==> src/hw/rtl/rgd_pkg.sv <==
// Shared types and constants of the refined-grid diffusion stencil.
package rgd_pkg;

  localparam int MAX_COLS = 1024;
  localparam int MAX_ROWS = 4096;
  localparam int COL_W    = $clog2(MAX_COLS);
  localparam int ROW_W    = $clog2(MAX_ROWS);

  // Register field widths.
  localparam int CFG_ROWS_W  = 13;
  localparam int CFG_COLS_W  = 11;
  localparam int CFG_W_W     = 17;
  localparam int CFG_S_W     = 24;
  localparam int CFG_DATA_W  = 24;
  localparam int CFG_IDX_W   = 2;

  // Register indexes.
  localparam logic [CFG_IDX_W-1:0] REG_ROW_COUNT        = 2'd0;
  localparam logic [CFG_IDX_W-1:0] REG_COL_COUNT        = 2'd1;
  localparam logic [CFG_IDX_W-1:0] REG_DIFFUSION_WEIGHT = 2'd2;
  localparam logic [CFG_IDX_W-1:0] REG_REACTION_SCALE   = 2'd3;

  typedef struct packed {
    logic signed [31:0] cell_value;
    logic               grid_start;
  } in_item_t;

  typedef struct packed {
    logic signed [31:0] new_value;
    logic [11:0]        row_index;
    logic [9:0]         col_index;
    logic               last_cell;
    logic               saturated;
  } out_item_t;

  // Controller to datapath.
  typedef struct packed {
    logic accept;
    logic shift;
    logic mul1;
    logic mul2;
    logic mul3;
    logic load_out;
  } dp_cmd_t;

  // Datapath to controller.
  typedef struct packed {
    logic produce;
  } dp_status_t;

endpackage

==> src/hw/rtl/rgd_ctrl.sv <==
// Controller state machine: sequences one request through the datapath.
module rgd_ctrl (
  input  logic                clk,
  input  logic                rst_n,
  input  logic                in_valid,
  output logic                in_stall,
  output logic                out_valid,
  input  logic                out_stall,
  input  rgd_pkg::dp_status_t status,
  output rgd_pkg::dp_cmd_t    cmd
);

  localparam logic [2:0] S_IDLE = 3'd0;
  localparam logic [2:0] S_WIN  = 3'd1;
  localparam logic [2:0] S_MUL1 = 3'd2;
  localparam logic [2:0] S_MUL2 = 3'd3;
  localparam logic [2:0] S_MUL3 = 3'd4;
  localparam logic [2:0] S_DONE = 3'd5;

  logic [2:0] state_r, state_nxt;
  logic       out_valid_r, out_valid_nxt;
  logic       out_free;

  assign in_stall  = (state_r != S_IDLE);
  assign out_valid = out_valid_r;
  assign out_free  = !out_valid_r || !out_stall;

  always_comb begin
    cmd          = '0;
    state_nxt    = state_r;
    cmd.accept   = (state_r == S_IDLE) && in_valid;
    cmd.shift    = (state_r == S_WIN);
    cmd.mul1     = (state_r == S_MUL1);
    cmd.mul2     = (state_r == S_MUL2);
    cmd.mul3     = (state_r == S_MUL3);
    cmd.load_out = (state_r == S_DONE) && out_free;
    unique case (state_r)
      S_IDLE: begin
        if (in_valid) state_nxt = S_WIN;
      end
      S_WIN: begin
        // boundary cells end here with no result
        state_nxt = status.produce ? S_MUL1 : S_IDLE;
      end
      S_MUL1: state_nxt = S_MUL2;
      S_MUL2: state_nxt = S_MUL3;
      S_MUL3: state_nxt = S_DONE;
      S_DONE: begin
        // hold until the output register is free
        if (out_free) state_nxt = S_IDLE;
      end
      default: state_nxt = S_IDLE;
    endcase
  end

  always_comb begin
    out_valid_nxt = out_valid_r && out_stall;
    if (cmd.load_out) out_valid_nxt = 1'b1;
  end

  always_ff @(posedge clk) begin
    if (!rst_n) begin
      state_r     <= S_IDLE;
      out_valid_r <= 1'b0;
    end else begin
      state_r     <= state_nxt;
      out_valid_r <= out_valid_nxt;
    end
  end

endmodule

==> config.mk <==
export PLATFORM = sky130hd
export DESIGN_NAME = rgd_ctrl
export DESIGN_NICKNAME = d
export VERILOG_FILES = /design/src/hw/rtl/rgd_pkg.sv /design/src/hw/rtl/rgd_ctrl.sv
export SDC_FILE = /design/constraint.sdc
export NUM_CORES = 1
export LEC_CHECK = 0
export ABC_AREA = 1
export BUFFER_PORTS_ARGS = -buffer_cell sky130_fd_sc_hd__buf_2
export CAP_MARGIN = 20
export CORE_AREA = 2 2 39 41
export CTS_CLUSTER_DIAMETER = 60
export DETAILED_ROUTE_END_ITERATION = 16
export DIE_AREA = 0 0 41 43
export HOLD_SLACK_MARGIN = 0.12
export SYNTH_ARGS = -nofsm -noshare
export SYNTH_HDL_FRONTEND = slang
export SYNTH_SLANG_ARGS = --single-unit
==> constraint.sdc <==
create_clock -name clk -period 2.6 [get_ports clk]
set_clock_uncertainty 0.15 [all_clocks]
set_input_delay 0 -clock clk [delete_from_list [all_inputs] [get_ports clk]]
set_output_delay 0 -clock clk [all_outputs]
set_load 0.02 [all_outputs]
Yosys cells after proc, flatten, opt, wreduce, memory -nomap -nowiden
Index checks and enable logic that the tools add are counted.

storage, ports and cells
  input bits = 5
  output and inout bits = 8
  flip-flop bits (word level) = 4
  logic and storage cells = 23

operators by class
  multiplexer cells = 5
  eq/ne operators = 7
  reductions and logical operators = 9

operator list
  operator                                                         number
  3-bit case mux with 6 select lines                               1
  3-bit by 2-bit == test with 1-bit output, second input constant  2
  3-bit == test, second input constant                             2
  3-bit 2-to-1 mux                                                 2
  2-bit != test, second input constant                             2
  3-bit by 1-bit == test with 1-bit output, second input constant  1
  1-bit logical AND                                                3
  3-bit zero test                                                  1
  3-bit nonzero test                                               1
  1-bit zero test                                                  2
  2-bit 2-to-1 mux                                                 1
  2-bit AND reduction                                              1
  1-bit logical OR                                                 1
  1-bit 2-to-1 mux                                                 1

Depth between registers and ports, before layout
Gate-level depths: netlist (run 1).

  depth after elaboration = 4
  mapped depth = 5
  depth with buffers taken out = 5

Worst setup path after synthesis (run 1)
No wires, ideal clock.

  path kind = reg2reg
  from = reg state_r[0]
  to = reg state_r[1]
  arrival = 922 ps
  path buffers = 0
  path slack = 1458 ps
  cell stages (with the launch flop) = 5
  required time = 2380 ps
  setup time = 70 ps
  period minus slack after synthesis = 1142 ps
  cells stage by stage = dfxtp_1 -> inv_2 -> nor3_2 -> nand2_1 -> a21oi_1

RTL lines
  element                 RTL line        RTL
  from (decl)             rgd_ctrl.sv:20  logic [2:0] state_r, state_nxt;
  from (signal assigned)  rgd_ctrl.sv:66  state_r <= state_nxt;

Final worst setup path (run 1)
  from = reg state_r[1]
  to = reg state_r[2]

between the ends
  cells in the longest elaborated chain, start to end = 3
  elaborated cells between the ends (all ways) = 10
  classes of those cells = 7 x eq/ne; 1 x mux; 2 x reduce/logical

ends and longest elaborated chain
  element                                                  RTL line        RTL
  3-bit == test / 3-bit zero test (equally long branches)  rgd_ctrl.sv:37  unique case (state_r)
  2-bit != test (no line)                                  --
  2-bit AND reduction (no line)                            --

Several ways; a longest one is shown, not always the timed one.
A chain may end at the register's enable or synchronous reset.

==> metrics.yaml, run 1 <==
layout:
  drive_above_1_share_pct: 30.91
  syn_to_final_growth_pct: 83.64
  postLayoutCellArea_um2: 379.1
  diodes: 0
  nNetsFinal: 62
timing:
  period_needed_ns: 1.599
  setup_viol_count_final: 0
  max_slew_margin_pct: 87.55
  hold_slack_ns: 0.3474
  final_max_slew_viol_count: 0
  timing.fmax_ghz: 0.6254
  period_share_pct: 61.50
  worst_pin_slew_ns: 0.1864
  rsz0062_at_grt: "false"
  final-hold-violation-count: 0
  fin_setup_tns_ns: 0
die:
  dieArea_mm2: 0.001763
  core_area_mm2: 0.001384
  initial_core_util_pct: 14.92
  ios: 13
  fp-row-count: 14
  dieHeight_um: 43
  die_w_um: 41
routing:
  wl_um: 479
  vias_per_cell: 3.746
  antenna_left: 0
  drt_first_pass_iters: 4
  initialDrtViolationCount: 7
  wl_per_cell_um: 6.746
  num_vias: 266
  drcViolationCount: 0
logic_synthesis:
  synth_flop_cell: "dfxtp_1"
  synth_nets: 38
  synth_seq_cells: 4
  avgSynthCellArea_um2: 6.256
  synth_edf_count: 0
  yosysTopAreaCell: "dfxtp_1"
  syn_inst: 33
  synth_common_cells: "7 x nor2_1, 6 x inv_1, 5 x a21oi_1, 5 x nand2_1, 4 x dfxtp_1"
  ys_seq_area_share_pct: 38.79
  synth_area_um2: 206.4
  ys_async_sr_fraction_pct: 0
  yosysUniqueCellTypes: 9
  synth_most_common_cell: "nor2_1"
  yosysWarnings: 0
  synth_top_area_share_pct: 38.79
  yosys-top-cells-area: "dfxtp_1 39%, nor2_1 13%, a21oi_1 12%, inv_1 11%, nand2_1 9.1%"
setup_path:
  cp-start-kind: "flip-flop"
  reg2reg_from: "state_r[1]"
  cp.required_ns: 2.57
  endpoint_kind: "flip-flop"
  crit_type: "reg2reg"
  worst-path-max-fanout: 6
  cp.arrival_ns: 1.57
  ff2ff_setup_slack_ns: 1.00
  regToRegEndpoint: "state_r[2]"
  rr_worst_depth: 6
clock_network:
  clk_latency_ns: 0.24
  h-tree-depth: 1
  cts_tree: "done"
  cts_buffer_depth: 2
  cts_root_buf: "clkbuf_4"
  numCtsBuffers: 3
  cts_sinks: 4
  clk_pin_slew_ns: 0.04
run_status:
  outcome: "finished clean"
global_route:
  grt_first_pass_wirelength_um: 793
  grt_max_degree: 7
  grt_usage_pct: 7.121
  antenna_found_initial: 0
  grt_pass1_vias: 231
  grt-ovfl-total: 0
pwr:
  p_leak_uw: 0.0002094
  ir_drop_mv: 0.1596
  p_per_area_mw_per_mm2: 512.4
place:
  place_area_um2: 286.5
  gp_congestion: 0.6677
  dp_hpwl_um: 374.9
  port-buffer-count: 12
min_path:
  hold_path.class: "reg2reg"
  min_path_cells: 2
  holdPathEnd: "out_valid"
  worstHoldStart: "out_valid"
flow_run:
  drv_cap: 0
## final cells by class
cell class	instances	area (µm²)
fillers	162	1005
well taps	16	20.02
inverters	7	26.28
clock buffers	3	22.52
multi-input cells	22	100.1
repair buffers	19	130.1
flip-flops and latches	4	80.08
## stage by stage
stage	instances	worst slack (ns)	power (µW)	utilization, %
after floorplan	33	1.458	95.38	-
after global placement	61	1.544	108.4	20.71
after detailed placement	61	1.530	108.4	20.71
after CTS	71	0.9924	197.2	27.40
after global routing	71	0.8626	206.3	27.40
final	71	1.001	194.3	27.40
## cells in the final DEF, fill, tap and decap left out
master         instances
a21oi_1                5
buf_2                 12
o21ai_1                1
nor3_2                 1
dfxtp_1                4
nand2_1                5
clkbuf_4               3
nor2_1                 7
inv_1                  6
nand3_1                3
inv_2                  1
dlygate4sd3_1          7
## timing repair
| item | CTS | global route |
|---|---|---|
| endpoints found under the hold margin | 4 | 0 |
| setup buffers | 0 | 0 |
| hold buffers | 7 | 0 |
| resized for setup | 0 | 0 |
| setup endpoints to repair | 0 | 0 |
## where the power goes
group          internal (µW)  total (µW)  switching, µW
sequential              64.9        68.8           3.85
clock                   51.7        77.7           26.0
combinational           22.2        47.8           25.6
total                    139         194           55.5
## logic make-up (layout without fill, tap and decap cells)
| group | after synthesis | after routing | synth area share, % |
|---|---|---|---|
| buffers and inverters | 7 | 29 | 12.72 |
| AO/OA/AOI/OAI | 6 | 6 | 14.54 |
| flip-flops | 4 | 4 | 38.79 |
| AND/OR/NAND/NOR | 16 | 16 | 33.94 |
## critical path, stage by stage, from the launching register on
cell and delay [ns]:
dfxtp_1 0.40, inv_1 0.06, nand3_1 0.11, nor2_1 0.07, nor2_1 0.10, nor2_1 0.04, dlygate4sd3_1 0.55
## flip-flops by register name, summed over array words and instances, names as in the netlist
register / cells
state_r: 3
out_valid: 1
## layer usage
metal | vias up | routed length, µm | GRT usage [%]
li1 | 146 | - | -
met1 | 107 | 207 | 7.372
met2 | 11 | 210 | 9.375
met3 | 2 | 47 | 4.712
met4 | 0 | 14 | 6.000
met5 | - | 0 | 0
## how the worst max path moves through the flow
stage                  to       start
3_5_place_dp   state_r[0]  state_r[1]
3_3_place_gp   state_r[0]  state_r[1]
6_report       state_r[2]  state_r[1]
5_1_grt        state_r[2]  state_r[2]
2_1_floorplan  state_r[1]  state_r[0]
4_1_cts        state_r[0]  state_r[1]
No activity file was read; power rests on OpenSTA's default activity.
==> run 2, diff against run 1 <==
clock period = 1.5 ns   (was 2.6 ns; I/O delays follow)
==> metrics.yaml, run 2 (synthesis results as in run 1) <==
run_status:
  outcome: "finished clean"
setup_path:
  cp.depth: 3
  cp-start-kind: "flip-flop"
  path_cells: "nand3_1 -> a21oi_1 -> buf_2"
  regToRegEndpoint: "state_r[0]"
  crit_type: "reg2out"
  critPathLaunch: "state_r[2]"
  rr_worst_depth: 5
  endpoint_kind: "output pin"
  reg2reg_from: "state_r[1]"
  critPathMaxStageDelay_ns: 0.39
  worst-path-max-fanout: 5
  crit_family: "flip-flops"
  cp.required_ns: 1.35
  crit_end: "cmd[0]"
  cp.arrival_ns: 1.07
  ff2ff_setup_slack_ns: 0.44
  cpMaxStageDelayCell: "dfxtp_1"
  crit_buf_inv: 1
clock_network:
  cts_buffer_depth: 2
  cts_root_buf: "clkbuf_4"
  clk_pin_slew_ns: 0.04
  h-tree-depth: 1
  cts_sinks: 4
  cts_resized: 0
  numCtsBuffers: 3
  post_cts_buffers: 0
  clk_latency_ns: 0.23
  cts_tree: "done"
timing:
  fin_setup_tns_ns: 0
  rsz0062_at_grt: "false"
  final_max_slew_viol_count: 0
  hold_slack_ns: 0.3565
  period_share_pct: 81.41
  period_needed_ns: 1.221
  max_slew_margin_pct: 87.60
  timing.fmax_ghz: 0.8189
  setup_viol_count_final: 0
  worst_pin_slew_ns: 0.1857
  final-hold-violation-count: 0
routing:
  wl_per_cell_um: 6.618
  drt_first_pass_iters: 4
  num_vias: 247
  vias_per_cell: 3.632
  drcViolationCount: 0
  initialDrtViolationCount: 6
  wl_um: 450
  antenna_left: 0
die:
  core_area_mm2: 0.001384
  die_w_um: 41
  dieHeight_um: 43
  dieArea_mm2: 0.001763
  fp-row-count: 14
  ios: 13
  initial_core_util_pct: 14.92
layout:
  top_register: "state_r"
  largest_reg_flops: 3
  syn_to_final_growth_pct: 69.09
  multi_input_area_um2: 100.1
  nNetsFinal: 59
  regArea_um2: 80.08
  drive_above_1_share_pct: 32.69
  diodes: 0
  final_common_cell: "buf_2"
  layout_common_cells: "12 x buf_2, 7 x nor2_1, 6 x inv_1"
  nFillCells: 158
min_path:
  hold_path.class: "reg2reg"
global_route:
  grt_pass1_vias: 213
  grt_first_pass_wirelength_um: 683
  grt-ovfl-total: 0
  antenna_found_initial: 0
  grt_usage_pct: 6.834
  grt_max_degree: 7
pwr:
  ir_drop_mv: 0.1927
  p_leak_uw: 0.0001918
  p_per_area_mw_per_mm2: 926.2
place:
  port-buffer-count: 12
  gp_congestion: 0.6250
flow_run:
  drv_cap: 0
-- run 2: changes by cell type in the layout (fill, tap and decap cells not counted), sizes merged --
cell         previous run  this run
dlygate4sd3             7         4
-- run 2: report_power, final --
| group | total (µW) | internal [µW] | switching (µW) |
|---|---|---|---|
| Clock | 131 | 89.3 | 41.6 |
| Combinational | 73.4 | 30.6 | 42.8 |
| Sequential | 119 | 113 | 6.42 |
-- run 2: routing by layer --
layer  vias to the layer above  global-route usage, %  routed length [µm]
li1                        142                      -                   -
met1                        98                  5.806                 188
met4                         0                  10.00                   0
met5                         -                      0                   0
met2                         7                  8.125                 217
met3                         0                  4.712                  44
-- run 2: area by class of cell --
class	count	share of cell area, %
timing repair buffer	16	28.67
clock buffer	3	6.452
inverter	7	7.527
multi-input combinational	22	28.67
sequential	4	22.94
tap	16	5.735
-- run 2: worst min-delay path, stage by stage, from the launching register on --
cell and delay (ns):
dfxtp_1 0.31, nand2_1 0.08, a21oi_1 0.06
-- run 2: worst min-delay path by stage --
stage / from / cells after the start / endpoint / slack (ns)
5_1_grt: out_valid / 2 / out_valid / 0.38
3_5_place_dp: status / 3 / state_r[1] / 0.11
3_3_place_gp: status / 3 / state_r[1] / 0.11
4_1_cts: out_valid / 2 / out_valid / 0.36
6_report: out_valid / 2 / out_valid / 0.36
2_1_floorplan: out_stall / 1 / cmd[0] / -0.02
-- run 2: timing repair --
action / 4_1_cts / 5_1_grt
endpoints found under the setup margin: 0 / 0
endpoints found under the hold margin: 4 / 0
hold buffers: 4 / 0
-- run 2: stage by stage --
stage	instance area [µm²]	setup WS (ns)	std cells	util (%)	power [µW]
finish	349.1	0.2789	68	25.23	323.3
global route	349.1	0.1822	68	25.23	347.4
CTS	349.1	0.2687	68	25.23	335.2
detailed placement	286.5	0.4452	61	20.71	187.1
global placement	286.5	0.4581	61	20.71	186.9
floorplan	206.4	0.3578	33	-	165.3
